`config.mk`:
```
export PLATFORM = sky130hd
export DESIGN_NAME = positional_list_store_flat
export DESIGN_NICKNAME = d
export VERILOG_FILES = /design/src/design/pls_pkg.sv /design/src/design/pls_req_if.sv /design/src/design/pls_rsp_if.sv /design/src/design/pls_cell.sv /design/src/design/positional_list_store.sv /design/src/flat_wrapper.sv
export SDC_FILE = /design/constraint.sdc
export NUM_CORES = 2
export LEC_CHECK = 0
export ABC_AREA = 1
export BUFFER_PORTS_ARGS = -buffer_cell sky130_fd_sc_hd__buf_2
export CAP_MARGIN = 30
export CORE_UTILIZATION = 33
export DETAILED_ROUTE_END_ITERATION = 8
export PLACE_DENSITY_LB_ADDON = 0.1
export SLEW_MARGIN = 30
export SYNTH_ARGS = -nofsm -noshare
export SYNTH_HDL_FRONTEND = slang
export SYNTH_SLANG_ARGS = --single-unit
```
`constraint.sdc`:
```
create_clock -name clk -period 12.05 [get_ports clk]
set_clock_uncertainty 0.15 [all_clocks]
set_input_delay 0 -clock clk [delete_from_list [all_inputs] [get_ports clk]]
set_output_delay 0 -clock clk [all_outputs]
set_load 0.02 [all_outputs]
```
`src/design/pls_pkg.sv`:
```
// ---------------------------------------------------------------------------
// pls_pkg
// shared codes, types and sizes of the positional list store
// ---------------------------------------------------------------------------
`default_nettype none

package pls_pkg;

  localparam int CAPACITY_DEFAULT = 16;
  localparam int CAPACITY_MAX     = 64;
  // wide enough to index any cell of the largest list
  localparam int IDX_W            = $clog2(CAPACITY_MAX + 1);

  localparam int ACTION_W  = 3;
  localparam int VALUE_W   = 32;
  localparam int POS_W     = 8;
  localparam int STATUS_W  = 3;
  localparam int LENGTH_W  = 5;

  typedef enum logic [ACTION_W-1:0] {
    ACT_INS_FRONT = 3'd0,
    ACT_INS_END   = 3'd1,
    ACT_INS_POS   = 3'd2,
    ACT_DEL_FRONT = 3'd3,
    ACT_DEL_END   = 3'd4,
    ACT_DEL_POS   = 3'd5,
    ACT_DUMP      = 3'd6
  } action_t;

  typedef enum logic [STATUS_W-1:0] {
    ST_OK       = 3'd0,
    ST_BADPOS   = 3'd1,
    ST_EMPTY    = 3'd2,
    ST_NOPOS    = 3'd3,
    ST_FULL     = 3'd4,
    ST_APPENDED = 3'd5
  } status_t;

  typedef enum logic [1:0] {
    CMD_HOLD   = 2'd0,
    CMD_INSERT = 2'd1,
    CMD_DELETE = 2'd2,
    CMD_ROTATE = 2'd3
  } cmd_kind_t;

  // broadcast to every cell of the chain
  typedef struct packed {
    cmd_kind_t        kind;
    logic [IDX_W-1:0] idx;
  } cell_cmd_t;

  typedef enum logic {
    S_IDLE = 1'b0,
    S_DUMP = 1'b1
  } fsm_state_t;

endpackage

`default_nettype wire

```
`src/design/pls_req_if.sv`:
```
// ---------------------------------------------------------------------------
// pls_req_if
// request channel of the list store: action, value and position
// ---------------------------------------------------------------------------
`default_nettype none

interface pls_req_if;
  logic                                valid;
  logic                                ready;
  logic        [pls_pkg::ACTION_W-1:0] action;
  logic signed [pls_pkg::VALUE_W-1:0]  value;
  logic        [pls_pkg::POS_W-1:0]    position;

  modport source (output valid, action, value, position, input ready);
  modport sink   (input valid, action, value, position, output ready);
endinterface

`default_nettype wire

```
`src/design/pls_rsp_if.sv`:
```
// ---------------------------------------------------------------------------
// pls_rsp_if
// result channel of the list store: status, element, length and last
// ---------------------------------------------------------------------------
`default_nettype none

interface pls_rsp_if;
  logic                                valid;
  logic                                ready;
  logic        [pls_pkg::STATUS_W-1:0] status;
  logic signed [pls_pkg::VALUE_W-1:0]  element;
  logic        [pls_pkg::LENGTH_W-1:0] length;
  logic                                last;

  modport source (output valid, status, element, length, last, input ready);
  modport sink   (input valid, status, element, length, last, output ready);
endinterface

`default_nettype wire

```
`src/design/pls_cell.sv`:
```
// ---------------------------------------------------------------------------
// pls_cell
// one list slot: keeps its value or takes it from a neighbor or the fill bus
// ---------------------------------------------------------------------------
`default_nettype none

module pls_cell #(
  parameter int INDEX = 0
) (
  input  wire logic                               clk,
  input  wire pls_pkg::cell_cmd_t                 cmd,
  input  wire logic signed [pls_pkg::VALUE_W-1:0] fill,
  input  wire logic signed [pls_pkg::VALUE_W-1:0] left,
  input  wire logic signed [pls_pkg::VALUE_W-1:0] right,
  output logic signed      [pls_pkg::VALUE_W-1:0] data
);

  localparam logic [pls_pkg::IDX_W-1:0] HERE = pls_pkg::IDX_W'(INDEX);

  logic signed [pls_pkg::VALUE_W-1:0] data_next;

  always_comb begin
    data_next = data;
    case (cmd.kind)
      pls_pkg::CMD_INSERT: begin
        // open a gap at idx, everything behind moves one slot back
        if (HERE > cmd.idx) begin
          data_next = left;
        end else if (HERE == cmd.idx) begin
          data_next = fill;
        end
      end
      pls_pkg::CMD_DELETE: begin
        // close the gap at idx
        if (HERE >= cmd.idx) begin
          data_next = right;
        end
      end
      pls_pkg::CMD_ROTATE: begin
        // head wraps around to the tail slot at idx
        if (HERE == cmd.idx) begin
          data_next = fill;
        end else if (HERE < cmd.idx) begin
          data_next = right;
        end
      end
      default: begin
        data_next = data;
      end
    endcase
  end

  always_ff @(posedge clk) begin
    data <= data_next;
  end

endmodule

`default_nettype wire

```
`src/design/positional_list_store.sv`:
```
// ---------------------------------------------------------------------------
// positional_list_store
// bounded ordered list of signed 32-bit values held in a chain of cells
// ---------------------------------------------------------------------------
// The list lives in a row of CAPACITY cells, cell 0 holding the head, so
// stored order is always list order. Insert and delete requests shift every
// cell behind the affected slot by one place and produce one result
// transaction. A dump of n elements produces n results, last marked: in each
// cycle with a free output slot the head cell goes out and the chain
// rotates by one cell, so after n rotations the list is back in place. A
// dump of an empty list gives one result with status list empty. Insert,
// delete and empty dump leave the store ready for the next request; a dump
// of two or more elements takes no request until its last result is loaded.
// Results sit in an output register; a new request is accepted while the
// last result waits, as long as the consumer takes it in the same cycle.
// Cells have no reset: only slots below the count are ever read.
// ---------------------------------------------------------------------------
`default_nettype none

module positional_list_store #(
  parameter int CAPACITY = pls_pkg::CAPACITY_DEFAULT
) (
  input  wire logic clk,
  input  wire logic rst,
  pls_req_if.sink   req,
  pls_rsp_if.source rsp
);

  // count has to hold CAPACITY itself
  localparam int CW = $clog2(CAPACITY + 1);
  localparam int VW = pls_pkg::VALUE_W;
  localparam int IW = pls_pkg::IDX_W;
  localparam int PW = pls_pkg::POS_W + 1;

  // list state
  logic [CW-1:0] count;
  logic [CW-1:0] count_next;
  logic signed [VW-1:0] cell_q [CAPACITY];

  // dump sequencing
  pls_pkg::fsm_state_t state;
  pls_pkg::fsm_state_t state_next;
  logic [CW-1:0] rem;
  logic [CW-1:0] rem_next;

  // output register
  logic                            out_valid;
  pls_pkg::status_t                out_status;
  logic signed [VW-1:0]            out_element;
  logic [pls_pkg::LENGTH_W-1:0]    out_length;
  logic                            out_last;

  // result being formed this cycle
  logic                 load_out;
  pls_pkg::status_t     res_status;
  logic signed [VW-1:0] res_element;
  logic                 res_last;

  // chain control
  pls_pkg::cell_cmd_t   cmd;
  logic signed [VW-1:0] fill;

  logic out_free;
  logic accept;
  logic full;
  logic empty;
  logic [PW-1:0] pos_ext;
  logic [PW-1:0] cnt_ext;
  logic [IW-1:0] pos_idx;
  logic [IW-1:0] tail_idx;
  logic [IW-1:0] end_idx;

  // ---- handshake ----
  // output slot is free when empty or drained in this cycle
  assign out_free  = !out_valid || rsp.ready;
  assign req.ready = (state == pls_pkg::S_IDLE) && out_free;
  assign accept    = req.valid && req.ready;

  // ---- list conditions ----
  assign full     = (count == CW'(CAPACITY));
  assign empty    = (count == '0);
  assign pos_ext  = {1'b0, req.position};
  assign cnt_ext  = PW'(count);
  // only used where the position is known to lie in the list or one past its end
  assign pos_idx  = IW'(req.position - pls_pkg::POS_W'(1));
  assign end_idx  = IW'(count);
  assign tail_idx = IW'(count - CW'(1));

  // ---- next state ----
  always_comb begin
    state_next = state;
    case (state)
      pls_pkg::S_IDLE: begin
        // a dump of two or more elements keeps streaming after this cycle
        if (accept && (pls_pkg::action_t'(req.action) == pls_pkg::ACT_DUMP)
            && (count > CW'(1))) begin
          state_next = pls_pkg::S_DUMP;
        end
      end
      pls_pkg::S_DUMP: begin
        if (out_free && (rem == CW'(1))) begin
          state_next = pls_pkg::S_IDLE;
        end
      end
      default: begin
        state_next = pls_pkg::S_IDLE;
      end
    endcase
  end

  // ---- decode and result ----
  always_comb begin
    load_out    = 1'b0;
    res_status  = pls_pkg::ST_OK;
    res_element = '0;
    res_last    = 1'b1;
    cmd.kind    = pls_pkg::CMD_HOLD;
    cmd.idx     = '0;
    fill        = req.value;
    count_next  = count;
    rem_next    = rem;
    case (state)
      pls_pkg::S_IDLE: begin
        if (accept) begin
          load_out = 1'b1;
          case (pls_pkg::action_t'(req.action))
            pls_pkg::ACT_INS_FRONT: begin
              if (full) begin
                res_status = pls_pkg::ST_FULL;
              end else begin
                cmd.kind   = pls_pkg::CMD_INSERT;
                cmd.idx    = '0;
                count_next = count + CW'(1);
              end
            end
            pls_pkg::ACT_INS_END: begin
              if (full) begin
                res_status = pls_pkg::ST_FULL;
              end else begin
                cmd.kind   = pls_pkg::CMD_INSERT;
                cmd.idx    = end_idx;
                count_next = count + CW'(1);
              end
            end
            pls_pkg::ACT_INS_POS: begin
              if (req.position == '0) begin
                res_status = pls_pkg::ST_BADPOS;
              end else if (full) begin
                res_status = pls_pkg::ST_FULL;
              end else if (pos_ext <= cnt_ext + PW'(1)) begin
                cmd.kind   = pls_pkg::CMD_INSERT;
                cmd.idx    = pos_idx;
                count_next = count + CW'(1);
              end else begin
                // beyond the end: append and say so
                cmd.kind   = pls_pkg::CMD_INSERT;
                cmd.idx    = end_idx;
                count_next = count + CW'(1);
                res_status = pls_pkg::ST_APPENDED;
              end
            end
            pls_pkg::ACT_DEL_FRONT: begin
              if (empty) begin
                res_status = pls_pkg::ST_EMPTY;
              end else begin
                cmd.kind   = pls_pkg::CMD_DELETE;
                cmd.idx    = '0;
                count_next = count - CW'(1);
              end
            end
            pls_pkg::ACT_DEL_END: begin
              if (empty) begin
                res_status = pls_pkg::ST_EMPTY;
              end else begin
                cmd.kind   = pls_pkg::CMD_DELETE;
                cmd.idx    = tail_idx;
                count_next = count - CW'(1);
              end
            end
            pls_pkg::ACT_DEL_POS: begin
              // empty list is reported before the position is looked at
              if (empty) begin
                res_status = pls_pkg::ST_EMPTY;
              end else if (req.position == '0) begin
                res_status = pls_pkg::ST_BADPOS;
              end else if (pos_ext > cnt_ext) begin
                res_status = pls_pkg::ST_NOPOS;
              end else begin
                cmd.kind   = pls_pkg::CMD_DELETE;
                cmd.idx    = pos_idx;
                count_next = count - CW'(1);
              end
            end
            pls_pkg::ACT_DUMP: begin
              if (empty) begin
                res_status = pls_pkg::ST_EMPTY;
              end else begin
                // head goes out now, the rest follows from the dump state
                res_element = cell_q[0];
                res_last    = (count == CW'(1));
                cmd.kind    = pls_pkg::CMD_ROTATE;
                cmd.idx     = tail_idx;
                fill        = cell_q[0];
                rem_next    = count - CW'(1);
              end
            end
            default: begin
              // unused action code: plain ok, list untouched
              res_status = pls_pkg::ST_OK;
            end
          endcase
        end
      end
      pls_pkg::S_DUMP: begin
        if (out_free) begin
          load_out    = 1'b1;
          res_element = cell_q[0];
          res_last    = (rem == CW'(1));
          cmd.kind    = pls_pkg::CMD_ROTATE;
          cmd.idx     = tail_idx;
          fill        = cell_q[0];
          rem_next    = rem - CW'(1);
        end
      end
      default: begin
        load_out = 1'b0;
      end
    endcase
  end

  // ---- chain of cells ----
  for (genvar i = 0; i < CAPACITY; i++) begin : g_cell
    logic signed [VW-1:0] left;
    logic signed [VW-1:0] right;

    // the ends see themselves; the head's left is never selected, the tail's right only on a delete
    if (i == 0) begin : g_head
      assign left = cell_q[i];
    end else begin : g_body_l
      assign left = cell_q[i-1];
    end
    if (i == CAPACITY - 1) begin : g_tail
      assign right = cell_q[i];
    end else begin : g_body_r
      assign right = cell_q[i+1];
    end

    pls_cell #(
      .INDEX (i)
    ) u_cell (
      .clk   (clk),
      .cmd   (cmd),
      .fill  (fill),
      .left  (left),
      .right (right),
      .data  (cell_q[i])
    );
  end

  // ---- control registers ----
  always_ff @(posedge clk) begin
    if (rst) begin
      state     <= pls_pkg::S_IDLE;
      count     <= '0;
      rem       <= '0;
      out_valid <= 1'b0;
    end else begin
      state <= state_next;
      count <= count_next;
      rem   <= rem_next;
      if (load_out) begin
        out_valid <= 1'b1;
      end else if (rsp.ready) begin
        out_valid <= 1'b0;
      end
    end
  end

  // ---- result payload ----
  always_ff @(posedge clk) begin
    if (load_out) begin
      out_status  <= res_status;
      out_element <= res_element;
      out_length  <= pls_pkg::LENGTH_W'(count_next);
      out_last    <= res_last;
    end
  end

  assign rsp.valid   = out_valid;
  assign rsp.status  = out_status;
  assign rsp.element = out_element;
  assign rsp.length  = out_length;
  assign rsp.last    = out_last;

endmodule

`default_nettype wire

```
`src/flat_wrapper.sv`:
```
// flat-port wrapper written by rule: the top's interface ports become plain ports
module positional_list_store_flat 
#(
  parameter int CAPACITY = pls_pkg::CAPACITY_DEFAULT
)
  (clk, rst, req_valid, req_action, req_value, req_position, req_ready, rsp_valid, rsp_status, rsp_element, rsp_length, rsp_last, rsp_ready);
  pls_req_if req_i ();
  pls_rsp_if rsp_i ();
  input  wire logic clk;
  input  wire logic rst;
  input wire logic [$bits(req_i.valid)-1:0] req_valid;
  input wire logic [$bits(req_i.action)-1:0] req_action;
  input wire logic [$bits(req_i.value)-1:0] req_value;
  input wire logic [$bits(req_i.position)-1:0] req_position;
  output wire logic [$bits(req_i.ready)-1:0] req_ready;
  output wire logic [$bits(rsp_i.valid)-1:0] rsp_valid;
  output wire logic [$bits(rsp_i.status)-1:0] rsp_status;
  output wire logic [$bits(rsp_i.element)-1:0] rsp_element;
  output wire logic [$bits(rsp_i.length)-1:0] rsp_length;
  output wire logic [$bits(rsp_i.last)-1:0] rsp_last;
  input wire logic [$bits(rsp_i.ready)-1:0] rsp_ready;
  assign req_i.valid = req_valid;
  assign req_i.action = req_action;
  assign req_i.value = req_value;
  assign req_i.position = req_position;
  assign req_ready = req_i.ready;
  assign rsp_valid = rsp_i.valid;
  assign rsp_status = rsp_i.status;
  assign rsp_element = rsp_i.element;
  assign rsp_length = rsp_i.length;
  assign rsp_last = rsp_i.last;
  assign rsp_i.ready = rsp_ready;
  positional_list_store #(.CAPACITY(CAPACITY)) u_core (.clk(clk), .rst(rst), .req(req_i), .rsp(rsp_i));
endmodule
```
==> results.ini <==
[routing]
via_count=40322
via_per_inst=5.72
first_pass_iters=6
routed_wl_mm=193
antenna_left=0
wire_per_inst_um=27.3
drtIter0Drc=4778
drc_errors=0

[critical_path]
cp-end-kind=register
cp.arrival_ns=6.67
r2r-end=u_core.g_cell[4].u_cell.data[9]
r2r-start=u_core.count[0]
worstPathCellList=inv_1, ha_1, inv_1, ha_1, nand2_1, nand2_1, nand2_1, nand2_1, nand2_1, nand2_1, nand2_1, nor2_1, o21ai_0, nand2_1, nand2_1, nand2_2, nor2_8, buf_4, nand2_4, inv_4, buf_4, nand3_1, o21ai_4, buf_4
endpoint=u_core.g_cell[4].u_cell.data[9]
cpMostUsedCell=nand2_1
cpPeakStageDelay_ns=0.65
startpoint=u_core.count[0]
cp.required_ns=12.21
slowest_stage=buf_4
path_max_fanout=54
r2r_slack_ns=5.54
reg2regPathDepth=24
worst-setup-path-type=register to register
cp-start-kind=register

[floorplanning]
start_util_pct=33.3
die-area_um2=121000
boundaryPins=90
die_w_um=347
std_cell_rows=126
coreArea_um2=118000
die_height_um=347

[cts]
clock_sinks=565
clk_latency_ns=0.66
htree_levels=3
postCtsSetupBuffers=0
cts_buffers=73
cts_root_buf=clkbuf_16
cts_resized=0
cts_tree=built
clk_pin_slew_worst_paths_ns=0.06
cts_buffer_depth=3

[hold_path]
hp-class=input port to register

[timing]
layout_min_cycle_time_ns=6.51
fmax_mhz=154
hold_violations=0
rsz0062_at_grt=no
max_slew.worst_pin.slew_ns=1.05
period_share_pct=54.0
fin_hold_ws_ns=0.0273
finalSetupViolations=0
tns_ns=0
slew_headroom_pct=29.4
slew_violations=0

[cells_and_area]
mostFrequentLayoutCells=1859 x nand2_1, 1428 x nand3_1, 553 x edfxtp_1, 516 x inv_1, 160 x o21ai_0
nNetsFinal=5521
multi_input_area_um2=18800
num-fill-cells=12434
drive_above_1_share_pct=7.51
ff_latch_area_um2=16800
syn_to_final_growth_pct=11.0
final_common_cell=nand2_1

[grt]
grt_pass1_vias=37088
grt_max_degree=191
gr-usage-all-layers_pct=31.0
gr-total-overflow=0
grt_pass1_wl_mm=272
antenna_found_initial=16

[power_and_ir_drop]
p_leak_nw=18.4
power_w=0.00683
ir_drop_mv=0.104
power_per_cell_area_nw_per_um2=156

[yosys]
ys_seq_elements=565
syn_area_per_cell_um2=7.01
synthTopCellsByArea=edfxtp_1 42%, nand3_1 18%, nand2_1 18%
async_reset_ff_share_pct=0
netlist.area_leader.share_pct=42.2
ys_warn_count=0
synthCells=5613
syn_nets=5680
ys_types=48
ys_seq_area_share_pct=42.8
synth_edf_count=553
yosys_most_used_dff=edfxtp_1
synth_area_um2=39300
yosysTopAreaCell=edfxtp_1

[run_status]
status=complete, no violations

[place]
place_congestion=0.942
io_buffers=89
hpwl_mm=125

[flow_run]
cap_violations=0

==> worst max-delay path, delay by kind of cell, from the launching register on <==
kind	cells	cell delay, ns
adder cells (fa/ha/maj)	2	0.79
flip-flops	1	0.59
AND/OR/NAND/NOR	14	1.53
AO/OA/AOI/OAI	2	0.41
buffers and inverters	6	2.54
==> what timing repair did <==
item                                   4_1_cts  5_1_grt
endpoints found under the hold margin       22        0
setup endpoints to repair                    0        0
hold buffers                                19        0
==> through the flow <==
| step | cells | setup slack, ns | instance area, µm² | util, % |
|---|---|---|---|---|
| final | 7049 | 5.54 | 43700 | 37.0 |
| after global routing | 7046 | 5.16 | 43700 | 37.0 |
| after CTS | 7044 | 5.64 | 43600 | 36.9 |
| after detailed placement | 6894 | 5.63 | 41000 | 34.7 |
| after global placement | 6890 | 5.21 | 40900 | 34.6 |
| after floorplan | 5613 | 6.22 | 39300 | - |
==> metal layers <==
layer  share of wire, %  track usage, %
met5              0.039               0
met4                5.6            15.8
met3                8.3            5.88
met2                 45            48.3
met1                 41            40.9
==> registers in the layout (all words and copies together) (netlist names) <==
register,flops
u_core.state,1
u_core.rsp.last,1
u_core.rsp.status,3
u_core.rsp.valid,1
u_core.rem,5
u_core.rsp.element,32
u_core.rsp.length,5
u_core.count,5
u_core.g_cell.u_cell.data,512
==> cells in the mapped netlist, types with 3 or more instances <==
cell and count:
nor2_2 15, buf_4 6, o21ai_1 82, a21oi_2 3
o21ai_0 169, nor3_1 5, dfxtp_1 12, nand2_1 1868
a211oi_1 9, nand4_1 66, buf_1 45, nand3_2 3
xnor2_1 4, inv_2 16, nor2b_1 3, nor2_4 7
inv_1 520, nor2_1 95, a21oi_1 146, o22ai_1 22
nand2_2 13, buf_2 176, edfxtp_1 553, ha_1 20
o211ai_1 66, clkbuf_1 227, nand3_1 1431, xor2_1 7
==> how the worst min path moves through the flow <==
stage / start / to / slack, ns / cells past startpoint
floorplan: rst / u_core.count[0] / -0.08 / 1
global placement: rst / u_core.count[2] / 0.23 / 2
detailed placement: rst / u_core.count[2] / 0.23 / 2
CTS: req_value[14] / u_core.g_cell[0].u_cell.data[14] / 0.00004 / 6
global route: req_value[3] / u_core.g_cell[0].u_cell.data[3] / 0.03 / 6
finish: req_value[6] / u_core.g_cell[0].u_cell.data[6] / 0.03 / 6
==> final cells by class <==
cell class                 instances  share of cell area [%]
multi-input combinational       4052                    43.1
clock buffer                      95                    4.61
timing repair buffer             223                    3.77
tap                             1536                    4.40
antenna                            3                  0.0172
sequential                       565                    38.6
inverter                         539                    4.69
clock inverter                    36                   0.874
==> where the power goes <==
group	internal [W]	total, W	switching, W
clock	0.00135	0.00230	0.000951
sequential	0.00255	0.00271	0.000158
combinational	0.000469	0.00183	0.00136
==> cell families (layout without fill, tap and decap cells) <==
family                   Yosys count  after routing  share of synthesized area [%]
buffers and inverters            996            893                           10.2
AND/OR/NAND/NOR                 3515           3515                           39.1
other                              0              3                              0
flip-flops                       565            565                           42.8
XOR/XNOR                          11             11                          0.245
adder cells (fa/ha/maj)           20             20                          0.636
AO/OA/AOI/OAI                    506            506                           7.09
(Power assumes the default switching activity.)
